==> src/hw/rtl/bqe_pkg.sv <==
// ----------------------------------------------------------------------------
// bqe_pkg
// Types and fixed constants shared by the biquad cascade equalizer modules.
// ----------------------------------------------------------------------------
package bqe_pkg;

  // field widths fixed by the item format
  localparam int SAMPLE_BITS = 24;   // Q1.23 samples
  localparam int COEF_BITS   = 32;   // Q4.28 coefficients
  localparam int FRAC_SHIFT  = COEF_BITS - 4;
  localparam int PROD_W      = SAMPLE_BITS + COEF_BITS;
  // five exact products plus the rounding constant
  localparam int ACC_W       = PROD_W + 3;

  localparam int NUM_TAPS = 5;

  // action codes
  localparam logic ACT_FILTER = 1'b0;
  localparam logic ACT_LOAD   = 1'b1;

  // coefficient slots inside one band
  localparam logic [2:0] TAP_B0 = 3'd0;
  localparam logic [2:0] TAP_B1 = 3'd1;
  localparam logic [2:0] TAP_B2 = 3'd2;
  localparam logic [2:0] TAP_A1 = 3'd3;
  localparam logic [2:0] TAP_A2 = 3'd4;

  typedef struct packed {
    logic                          action;
    logic                          channel;
    logic signed [SAMPLE_BITS-1:0] sample_in;
    logic [2:0]                    band;
    logic [2:0]                    coef_slot;
    logic signed [COEF_BITS-1:0]   coef_value;
  } in_item_t;

  typedef struct packed {
    logic                          channel_out;
    logic signed [SAMPLE_BITS-1:0] sample_out;
  } out_item_t;

  // history of one band for one channel
  typedef struct packed {
    logic signed [SAMPLE_BITS-1:0] x1;
    logic signed [SAMPLE_BITS-1:0] x2;
    logic signed [SAMPLE_BITS-1:0] y1;
    logic signed [SAMPLE_BITS-1:0] y2;
  } hist_row_t;

  typedef struct packed {
    logic clear;   // load accumulator with the rounding constant
    logic mul_en;  // take a product this cycle
    logic neg;     // product is subtracted (feedback taps)
  } mac_ctrl_t;

endpackage

==> src/hw/rtl/biquad_cascade_equalizer.sv <==
// ----------------------------------------------------------------------------
// biquad_cascade_equalizer
// Per-channel cascade of direct-form-I biquad bands on one shared MAC unit.
// ----------------------------------------------------------------------------
// A filter beat runs through the bands in turn: each band reads its history
// row and first coefficient (READ), feeds the five taps to the single 24x32
// multiplier (MAC), drains the last product (DRAIN), then rounds, saturates
// and writes the history back (WRITE); after the last band the result is
// handed to the output register (DONE). The input is stalled for that whole
// time, and the hand-over waits while an earlier result sits unaccepted in
// the output register. A load beat writes the coefficient memory directly.
// After reset the coefficient and history memories are zeroed by a sweep
// over max(5*BANDS, BANDS*CHANNELS) entries with the input stalled. A
// finished result sits in an output register, so the next beat can be taken
// while it waits.
module biquad_cascade_equalizer import bqe_pkg::*; #(
  parameter int BANDS    = 6,
  parameter int CHANNELS = 2
) (
  input  logic      clk_i,
  input  logic      rst_ni,
  input  logic      in_valid_i,
  output logic      in_stall_o,
  input  in_item_t  in_data_i,
  output logic      out_valid_o,
  input  logic      out_stall_i,
  output out_item_t out_data_o
);

  localparam int COEF_N  = BANDS * NUM_TAPS;
  localparam int ROWS    = BANDS * CHANNELS;
  localparam int CLR_N   = (COEF_N > ROWS) ? COEF_N : ROWS;
  localparam int COEF_AW = $clog2(COEF_N);
  localparam int CIDX_W  = $clog2(COEF_N + 1);
  localparam int ROW_AW  = (ROWS > 1) ? $clog2(ROWS) : 1;
  localparam int CLR_W   = $clog2(CLR_N);
  localparam int BAND_W  = (BANDS > 1) ? $clog2(BANDS) : 1;

  localparam logic [2:0] ST_CLEAR = 3'd0;
  localparam logic [2:0] ST_IDLE  = 3'd1;
  localparam logic [2:0] ST_READ  = 3'd2;
  localparam logic [2:0] ST_MAC   = 3'd3;
  localparam logic [2:0] ST_DRAIN = 3'd4;
  localparam logic [2:0] ST_WRITE = 3'd5;
  localparam logic [2:0] ST_DONE  = 3'd6;

  logic [2:0] state_d, state_q;
  logic [CLR_W-1:0] clr_d, clr_q;
  logic [CIDX_W-1:0] cidx_d, cidx_q;
  logic [2:0] tap_d, tap_q;
  logic [BAND_W-1:0] band_d, band_q;
  logic [ROW_AW-1:0] row_d, row_q;
  logic ch_d, ch_q;
  logic signed [SAMPLE_BITS-1:0] x_d, x_q;

  logic signed [COEF_BITS-1:0] coef_mem [COEF_N];
  hist_row_t                   hist_mem [ROWS];
  logic signed [COEF_BITS-1:0] coef_rd_q;
  hist_row_t                   hist_rd_q;

  logic in_take;
  logic ld_ok;
  logic ch_ok;
  logic coef_re;
  logic coef_we;
  logic [COEF_AW-1:0] coef_waddr;
  logic signed [COEF_BITS-1:0] coef_wdata;
  logic hist_we;
  logic [ROW_AW-1:0] hist_waddr;
  hist_row_t hist_wdata;

  mac_ctrl_t mac_ctrl;
  logic signed [SAMPLE_BITS-1:0] mac_smp;
  logic signed [SAMPLE_BITS-1:0] mac_y;

  logic out_valid_d, out_valid_q;
  out_item_t out_data_q;

  assign in_stall_o = (state_q != ST_IDLE);
  assign in_take    = in_valid_i && !in_stall_o;
  assign ld_ok      = (32'(in_data_i.band) < BANDS) && (32'(in_data_i.coef_slot) < NUM_TAPS);
  assign ch_ok      = (32'(in_data_i.channel) < CHANNELS);

  // sequencer
  always_comb begin
    state_d = state_q;
    clr_d   = clr_q;
    cidx_d  = cidx_q;
    tap_d   = tap_q;
    band_d  = band_q;
    row_d   = row_q;
    ch_d    = ch_q;
    x_d     = x_q;
    coef_re = 1'b0;
    mac_ctrl = '0;
    case (state_q)
      ST_CLEAR: begin
        clr_d = clr_q + CLR_W'(1);
        if (clr_q == CLR_W'(CLR_N - 1)) begin
          state_d = ST_IDLE;
        end
      end
      ST_IDLE: begin
        if (in_take && in_data_i.action == ACT_FILTER && ch_ok) begin
          state_d = ST_READ;
          cidx_d  = '0;
          band_d  = '0;
          row_d   = ROW_AW'(in_data_i.channel);
          ch_d    = in_data_i.channel;
          x_d     = in_data_i.sample_in;
        end
      end
      ST_READ: begin
        coef_re        = 1'b1;
        cidx_d         = cidx_q + CIDX_W'(1);
        tap_d          = TAP_B0;
        mac_ctrl.clear = 1'b1;
        state_d        = ST_MAC;
      end
      ST_MAC: begin
        mac_ctrl.mul_en = 1'b1;
        mac_ctrl.neg    = (tap_q >= TAP_A1);
        tap_d           = tap_q + 3'd1;
        if (tap_q == TAP_A2) begin
          state_d = ST_DRAIN;
        end else begin
          coef_re = 1'b1;
          cidx_d  = cidx_q + CIDX_W'(1);
        end
      end
      ST_DRAIN: begin
        state_d = ST_WRITE;
      end
      ST_WRITE: begin
        x_d    = mac_y;
        band_d = band_q + BAND_W'(1);
        row_d  = row_q + ROW_AW'(CHANNELS);
        if (band_q == BAND_W'(BANDS - 1)) begin
          state_d = ST_DONE;
        end else begin
          state_d = ST_READ;
        end
      end
      ST_DONE: begin
        if (!out_valid_q || !out_stall_i) begin
          state_d = ST_IDLE;
        end
      end
      default: begin
        state_d = ST_IDLE;
      end
    endcase
  end

  always_comb begin
    case (tap_q)
      TAP_B0:  mac_smp = x_q;
      TAP_B1:  mac_smp = hist_rd_q.x1;
      TAP_B2:  mac_smp = hist_rd_q.x2;
      TAP_A1:  mac_smp = hist_rd_q.y1;
      TAP_A2:  mac_smp = hist_rd_q.y2;
      default: mac_smp = x_q;
    endcase
  end

  bqe_mac u_mac (
    .clk_i  (clk_i),
    .rst_ni (rst_ni),
    .ctrl_i (mac_ctrl),
    .smp_i  (mac_smp),
    .coef_i (coef_rd_q),
    .y_o    (mac_y)
  );

  // memory write ports: clearing sweep, coefficient loads, history update
  always_comb begin
    coef_we    = 1'b0;
    coef_waddr = COEF_AW'(32'(in_data_i.band) * NUM_TAPS + 32'(in_data_i.coef_slot));
    coef_wdata = in_data_i.coef_value;
    hist_we    = 1'b0;
    hist_waddr = row_q;
    hist_wdata.x1 = x_q;
    hist_wdata.x2 = hist_rd_q.x1;
    hist_wdata.y1 = mac_y;
    hist_wdata.y2 = hist_rd_q.y1;
    if (state_q == ST_CLEAR) begin
      coef_we    = (32'(clr_q) < COEF_N);
      coef_waddr = clr_q[COEF_AW-1:0];
      coef_wdata = '0;
      hist_we    = (32'(clr_q) < ROWS);
      hist_waddr = clr_q[ROW_AW-1:0];
      hist_wdata = '0;
    end else if (state_q == ST_WRITE) begin
      hist_we = 1'b1;
    end else if (in_take && in_data_i.action == ACT_LOAD && ld_ok) begin
      coef_we = 1'b1;
    end
  end

  always_ff @(posedge clk_i) begin
    if (coef_we) begin
      coef_mem[coef_waddr] <= coef_wdata;
    end
    if (coef_re) begin
      coef_rd_q <= coef_mem[cidx_q[COEF_AW-1:0]];
    end
  end

  always_ff @(posedge clk_i) begin
    if (hist_we) begin
      hist_mem[hist_waddr] <= hist_wdata;
    end
    if (state_q == ST_READ) begin
      hist_rd_q <= hist_mem[row_q];
    end
  end

  // output register
  always_comb begin
    out_valid_d = out_valid_q;
    if (state_q == ST_DONE && (!out_valid_q || !out_stall_i)) begin
      out_valid_d = 1'b1;
    end else if (!out_stall_i) begin
      out_valid_d = 1'b0;
    end
  end

  always_ff @(posedge clk_i) begin
    if (state_q == ST_DONE && (!out_valid_q || !out_stall_i)) begin
      out_data_q.channel_out <= ch_q;
      out_data_q.sample_out  <= x_q;
    end
  end

  always_ff @(posedge clk_i or negedge rst_ni) begin
    if (!rst_ni) begin
      state_q     <= ST_CLEAR;
      clr_q       <= '0;
      cidx_q      <= '0;
      tap_q       <= '0;
      band_q      <= '0;
      row_q       <= '0;
      out_valid_q <= 1'b0;
    end else begin
      state_q     <= state_d;
      clr_q       <= clr_d;
      cidx_q      <= cidx_d;
      tap_q       <= tap_d;
      band_q      <= band_d;
      row_q       <= row_d;
      out_valid_q <= out_valid_d;
    end
  end

  always_ff @(posedge clk_i) begin
    ch_q <= ch_d;
    x_q  <= x_d;
  end

  assign out_valid_o = out_valid_q;
  assign out_data_o  = out_data_q;

  // a result only appears after the cascade has finished
  a_out_after_done: assert property (@(posedge clk_i) disable iff (!rst_ni)
    $rose(out_valid_o) |-> $past(state_q) == ST_DONE)
    else $error("result raised without a finished cascade");

  // every band rounds only after its last product has drained
  a_write_after_drain: assert property (@(posedge clk_i) disable iff (!rst_ni)
    state_q == ST_WRITE |-> $past(state_q) == ST_DRAIN)
    else $error("band written back before accumulation finished");

  // all coefficients of the cascade were read exactly once
  a_all_coefs_read: assert property (@(posedge clk_i) disable iff (!rst_ni)
    (state_q == ST_DONE && $past(state_q) == ST_WRITE) |-> cidx_q == CIDX_W'(COEF_N))
    else $error("coefficient read count wrong at end of cascade");

  // tap counter stays within one band
  a_tap_range: assert property (@(posedge clk_i) disable iff (!rst_ni)
    state_q == ST_MAC |-> tap_q <= TAP_A2)
    else $error("tap counter out of range");

endmodule

==> src/hw/rtl/bqe_mac.sv <==
// ----------------------------------------------------------------------------
// bqe_mac
// Shared multiply-accumulate unit with round-half-up and saturation to the
// sample format. One registered product per cycle, accumulated in the next cycle.
// ----------------------------------------------------------------------------
module bqe_mac import bqe_pkg::*; (
  input  logic                          clk_i,
  input  logic                          rst_ni,
  input  mac_ctrl_t                     ctrl_i,
  input  logic signed [SAMPLE_BITS-1:0] smp_i,
  input  logic signed [COEF_BITS-1:0]   coef_i,
  output logic signed [SAMPLE_BITS-1:0] y_o
);

  localparam logic signed [ACC_W-1:0] RND    = ACC_W'(1) <<< (FRAC_SHIFT - 1);
  localparam logic signed [ACC_W-1:0] SAT_HI = ACC_W'((2 ** (SAMPLE_BITS - 1)) - 1);
  localparam logic signed [ACC_W-1:0] SAT_LO = ACC_W'(-(2 ** (SAMPLE_BITS - 1)));

  logic signed [PROD_W-1:0] prod_d, prod_q;
  logic                     neg_q;
  logic                     pv_q;
  logic signed [ACC_W-1:0]  acc_d, acc_q;
  logic signed [ACC_W-1:0]  shr;

  assign prod_d = smp_i * coef_i;

  always_comb begin
    acc_d = acc_q;
    if (ctrl_i.clear) begin
      acc_d = RND;
    end else if (pv_q) begin
      if (neg_q) begin
        acc_d = acc_q - ACC_W'(prod_q);
      end else begin
        acc_d = acc_q + ACC_W'(prod_q);
      end
    end
  end

  always_ff @(posedge clk_i or negedge rst_ni) begin
    if (!rst_ni) begin
      pv_q <= 1'b0;
    end else begin
      pv_q <= ctrl_i.mul_en;
    end
  end

  always_ff @(posedge clk_i) begin
    if (ctrl_i.mul_en) begin
      prod_q <= prod_d;
      neg_q  <= ctrl_i.neg;
    end
    acc_q <= acc_d;
  end

  assign shr = acc_q >>> FRAC_SHIFT;

  always_comb begin
    if (shr > SAT_HI) begin
      y_o = SAT_HI[SAMPLE_BITS-1:0];
    end else if (shr < SAT_LO) begin
      y_o = SAT_LO[SAMPLE_BITS-1:0];
    end else begin
      y_o = shr[SAMPLE_BITS-1:0];
    end
  end

endmodule

==> config.mk <==
export PLATFORM = sky130hd
export DESIGN_NAME = biquad_cascade_equalizer
export DESIGN_NICKNAME = d
export VERILOG_FILES = /design/src/hw/rtl/bqe_pkg.sv /design/src/hw/rtl/biquad_cascade_equalizer.sv /design/src/hw/rtl/bqe_mac.sv
export SDC_FILE = /design/constraint.sdc
export NUM_CORES = 2
export LEC_CHECK = 0
export ABC_AREA = 1
export BUFFER_PORTS_ARGS = -buffer_cell sky130_fd_sc_hd__buf_4
export CORE_ASPECT_RATIO = 1.5
export CORE_MARGIN = 3
export CORE_UTILIZATION = 49
export CTS_CLUSTER_DIAMETER = 80
export DETAILED_ROUTE_END_ITERATION = 10
export HOLD_SLACK_MARGIN = 0.03
export PLACE_DENSITY = 0.67
export SYNTH_ARGS = -nofsm -noshare
export SYNTH_HDL_FRONTEND = slang
export SYNTH_HIERARCHICAL = 1
export SYNTH_SLANG_ARGS = --single-unit
==> constraint.sdc <==
create_clock -name clk_i -period 15.7 [get_ports clk_i]
set_input_delay 1.57 -clock clk_i [delete_from_list [all_inputs] [get_ports clk_i]]
set_output_delay 1.57 -clock clk_i [all_outputs]
set_load 0.01 [all_outputs]
* After elaboration in Yosys (flattened, before gate mapping)
Memory sizes are Yosys's and may differ from the RTL's. A register that Yosys moved wholly into a read port is not among the register bits.
Index checks and enable logic that the tools add are counted.
** Word-level totals
- Input port bits :: 68
- Memory bits (writable) :: 2112
- Bits in latches :: 0
- Bits in registers :: 191
- Bits in read-only memories :: 0
- Memories :: 2
** Cells by class
- Order comparisons :: 7
- Add/sub/neg operators :: 8
- Shift operators :: 0
- Reductions and logical operators :: 18
- Multipliers :: 2
- Div/mod/pow operators :: 0
- Mux-type cells :: 39
- Equal/unequal tests :: 19
- Bitwise logic cells :: 1
** Memory list
- hist_mem :: words 12, width 96, rd ports 1, clocked after Yosys merged registers in 1, write ports 1, RTL line biquad_cascade_equalizer.sv:57 : hist_row_t hist_mem [ROWS];
- coef_mem :: words 30, width 32, rd ports 1, clocked after Yosys merged registers in 1, write ports 1, RTL line biquad_cascade_equalizer.sv:56 : logic signed [COEF_BITS-1:0] coef_mem [COEF_N];
** Operator list (count)
- 2-to-1 mux 96 bit :: 1
- one-hot mux 24 bit (4 select lines) :: 1
- 2-to-1 mux 24 bit :: 3
- adder 59 x 56 -> 59 bit :: 1
- 2-to-1 mux 59 bit :: 1
- subtractor 59 x 56 -> 59 bit :: 1
- multiplier 24 x 32 -> 56 bit :: 1
- one-hot mux 24 bit (2 select lines) :: 1
- 2-to-1 mux 32 bit :: 1
- greater-than comparator 31 x 24 -> 1 bit (second input constant) :: 1
- < comparator 31 x 24 -> 1 bit (second input constant) :: 1
- one-hot mux 3 bit (7 select lines) :: 1
- 2-to-1 mux 3 bit :: 6
- equality test 3 bit (second input constant) :: 5
- 2-to-1 mux 5 bit :: 3
- one-hot mux 5 bit (3 select lines) :: 1
- 2-to-1 mux 1 bit :: 13
- equality test 3 x 2 -> 1 bit (second input constant) :: 4
- one-hot mux 3 bit (2 select lines) :: 2
- adder 5 x 1 -> 5 bit (second input constant) :: 2
- != test 2 bit (second input constant) :: 5
- 2-to-1 mux 4 bit :: 2
- one-hot mux 4 bit (2 select lines) :: 1
- adder 3 x 1 -> 3 bit (second input constant) :: 2
- other kinds (23) :: 34

* Depth between registers and ports, before layout
- Word-level depth :: 10
- Gate-level depth with buffers :: 39

* Hierarchy
The synthesis kept the hierarchy.
** Modules (own cells, without submodules)
- biquad_cascade_equalizer :: times used 1, cells each 7632, area each 92896.6 um^2
- bqe_mac :: times used 1, cells each 5304, area each 39091.2 um^2

* Worst setup path before layout
Ideal clock, no wire load.
- Kind :: register to register
- Start :: reg state_q[2]
- End :: reg coef_rd_q[0] (read register of coef_mem), enable pin
- Period minus slack after synthesis :: 9.376 ns
- Arrival :: 8.955 ns
- Cell stages (with the launch flop) :: 4
- Path buffers :: 0
- Path slack :: 6.324 ns
- Cells stage by stage :: dfrtp_1 > nor3_1 > nor2_1 > nor2_1
** Between the ends
- Cells in the longest elaborated chain, start to end :: 2
- Elaborated cells between the ends (all ways) :: 3
- Classes of those cells :: 2 x eq/ne; 1 x mux
** Ends and longest elaborated chain
- start, declared :: RTL line biquad_cascade_equalizer.sv:47 : logic [2:0] state_d, state_q;
- start signal, assigned :: RTL line biquad_cascade_equalizer.sv:245 : state_q <= state_d;
- equality test 3 x 2 -> 1 bit :: RTL line biquad_cascade_equalizer.sv:96 : case (state_q)
- one-hot mux 1 bit (2 select lines) * :: RTL line biquad_cascade_equalizer.sv:96
- via coef_re :: RTL line biquad_cascade_equalizer.sv:64 : logic coef_re;
- end, declared :: RTL line biquad_cascade_equalizer.sv:58 : logic signed [COEF_BITS-1:0] coef_rd_q;
The timed path passes the listed nets; every way through them passes the cells marked *.
A chain may end at the register's enable or synchronous reset.

* Worst setup path after layout
- Start :: reg tap_q[0]
- End :: reg u_mac.prod_q[55] (data pin)
** Between the ends
- Cells in the longest elaborated chain, start to end :: 3
- Elaborated cells between the ends (all ways) :: 6
- Classes of those cells :: 1 x mul; 4 x eq/ne; 1 x mux
** Ends and longest elaborated chain
- start, declared :: RTL line biquad_cascade_equalizer.sv:50 : logic [2:0] tap_d, tap_q;
- start signal, assigned :: RTL line biquad_cascade_equalizer.sv:248 : tap_q <= tap_d;
- equality test 3 bit (tied with other cells) :: RTL line biquad_cascade_equalizer.sv:156 : case (tap_q)
- one-hot mux 24 bit (4 select lines) * :: RTL line biquad_cascade_equalizer.sv:156
- via mac_smp[10] :: RTL line biquad_cascade_equalizer.sv:73 : logic signed [SAMPLE_BITS-1:0] mac_smp;
- multiplier 24 x 32 -> 56 bit * :: RTL line bqe_mac.sv:25 : assign prod_d = smp_i * coef_i;
- via u_mac.prod_d[55] :: RTL line bqe_mac.sv:19 : logic signed [PROD_W-1:0] prod_d, prod_q;
- end signal, assigned :: RTL line bqe_mac.sv:50 : prod_q <= prod_d;
- end, declared :: RTL line bqe_mac.sv:19
Marks and branches as above.

==> metrics.csv <==
metric;value;unit
status;finished clean;
path_clk_slew;0.07;ns
slowest_delay;0.74;ns
clockBufferDepth;4;
critPathLaunch;tap_q[0];
track_usage;0.2724;
drc;0;
cts-root-buf;clkbuf_16;
synth_xor_area_frac;0.009489;
postCtsResizedCells;0;
die_h;641.6;um
end_kind;flip-flop;
synth_cell_type_count;62;
gp_congestion;1.011;
crit_fanout;32;
synth_edf_count;2347;
first_global_vias;91560;
wl_per_cell;22.87;um
seq_area_frac_synth;0.5477;
nFillCells;23270;
area_growth;8.748;%
required;16.29;ns
async_flop_share;0.01028;
core;267100;um^2
nNetsFinal;13930;
yosysWarnings;6;
synth-simple-area-share;0.1552;
path_common_cell;fa_1;
cap_violations;0;
io_pins;95;
synth_top_area_frac;0.5340;
die-area;275800;um^2
cp.arrival;9.77;ns
r2r_cells;30;
synth_compound_area_frac;0.07274;
clock-sinks;2431;
initial_utilization;0.4942;
yosys.area_share.adder;0.1408;
first_iter_violations;8605;
antenna_found_initial;10;
fin_crit;9.174;ns
layout_common_cells;nand2_1, edfxtp_1, inv_1;
critPathKind;reg -> reg;
yosys.area.top_type;edfxtp_1;
vias;91990;
fin_setup_tns;0;ns
netlist_instances;12940;
layout_setup_ws;6.526;ns
layout_commonest_cell;nand2_1;
cts_tree;yes;
vias_per_cell;5.563;
rsz0062_at_grt;no;
worst_pin_slew;1.311;ns
synthMuxAreaShare;0;
synth_ff_type;edfxtp_1;
min_from;ch_q;
syn_nets;14020;
hp-class;reg -> reg;
fp-row-count;232;
reg2reg_from;tap_q[0];
synth.area.top_cells;edfxtp_1, fa_1, nand2_1, inv_1, nor2_1;
relSlewSlack;0.1259;
hpwl;242500;um
hold_slack;0.4456;ns
grt_max_degree;199;
chipWidth;429.8;um
insertion_delay;0.95;ns
first_pass_iters;8;
synth_area;132000;um^2
crit_slowest_cell;fa_1;
pre_cts_slack;6.685;ns
cp-start-kind;flip-flop;
skew;0.1357;ns
ys_ff_latch;2431;
max_freq;109.0;MHz
port_buffers;94;
min_delay_path_depth;0;
setup_viol;0;
cts_setup_buffers;0;
cts_hold_buf;0;
htreeDepth;4;
grt_pass1_wl;565700;um
slew_viol_final;0;
drive_gt1_frac;0.06344;
postRouteAntennaNets;0;
hold_violations;0;
fin_crit_sh;0.5843;
cts_buffers;228;
wl;378200;um
grt_overflow;0;
synth_top_family_by_area;simple AND/OR/NAND/NOR gates;
synth.avg_cell_area;10.20;um^2
[final timing paths]
kind	endpoint	slack [ns]
setup / recovery	u_mac/prod_q[55]	6.53
hold / removal	out_data_o[24]	0.45
setup reg to reg	u_mac/prod_q[55]	6.53
hold reg to reg	out_data_o[24]	0.45
max in group asynchronous	row_q[3]	14.41
min in group asynchronous	tap_q[1]	0.70
[layer usage]
layer | part of all wire | global-route usage | vias to the layer above
li1 | - | - | 41820
met1 | 0.36 | 0.3204 | 45480
met2 | 0.52 | 0.4935 | 3685
met3 | 0.064 | 0.03421 | 1000
met4 | 0.055 | 0.1299 | 4
met5 | 0.000074 | 0 | -
[stage by stage]
| stage | instances | area (um^2) | utilization |
|---|---|---|---|
| final | 16540 | 143500 | 0.5375 |
| after detailed placement | 16120 | 136500 | 0.5110 |
| after CTS | 16530 | 143500 | 0.5374 |
| after global placement | 16120 | 136500 | 0.5110 |
| after floorplan | 12940 | 132000 | - |
| after global routing | 16530 | 143500 | 0.5374 |
[cells by family (layout without fill, tap and decap cells)]
kind of cell,after synthesis,in the layout
XOR/XNOR,143,143
flip-flops,2431,2431
adder cells (fa/ha/maj),1014,1014
AND/OR/NAND/NOR,5128,5128
buffers and inverters,2515,2599
other,0,6
AO/OA/AOI/OAI,1705,1705
[worst max-delay path, delay by kind of cell, from the launching register on]
family,cells,cell delay [ns]
DFF,1,0.42
and+or+nand+nor,13,1.89
buffers and inverters,7,1.70
adders and majority gates,9,4.38
AOI/OAI and AO/OA,1,0.34
[state kept, by name, indices dropped and copies added, names as in the netlist]
name          count
ch_q              1
cidx_q            5
tap_q             3
row_q             4
u_mac/neg_q       1
x_q              24
hist_rd_q        96
u_mac/prod_q     56
hist_mem       1152
u_mac/pv_q        1
state_q           3
band_q            3
coef_rd_q        32
clr_q             5
out_data_o       25
coef_mem        960
out_valid_o       1
u_mac/acc_q      59
[cells in the mapped netlist, types with 3 or more instances]
cell type	instances
inv_2	24
xor2_1	99
or2_2	21
buf_6	4
nor2_1	1663
o22ai_1	100
inv_1	1867
a21o_1	14
a21oi_2	6
nand4_1	31
nor2_2	32
o21ai_0	879
clkbuf_1	368
a21oi_1	227
o21bai_1	23
buf_4	22
fa_1	785
nand3_1	500
o21ai_2	10
a221oi_1	24
buf_1	42
xnor2_1	44
a211oi_1	3
nor3_1	31
ha_1	229
o21a_1	14
edfxtp_1	2347
nand3_2	17
a21boi_0	3
nand2_2	27
dfxtp_1	59
o211ai_1	215
nor3_2	6
dfrtp_1	25
a31oi_1	13
and3_1	5
nand2_1	2765
buf_2	186
nor4_1	14
o21ai_1	158
nand3b_1	4
o221ai_1	5
[cell type report]
class / count / area [um^2] / area share
Inverter: 1893 / 7148 / 0.04980
Timing Repair Buffer: 299 / 2307 / 0.01607
Clock inverter: 125 / 1126 / 0.007845
Multi-Input combinational cell: 7990 / 50310 / 0.3505
Tap cell: 3510 / 4392 / 0.03060
Sequential cell: 2431 / 72310 / 0.5038
Clock buffer: 282 / 5929 / 0.04131
Antenna cell: 6 / 15.01 / 0.0001046
Power is left out: the tool's default activity adds up to more than one toggle a clock period on the data nets, which glitch-free logic cannot reach.
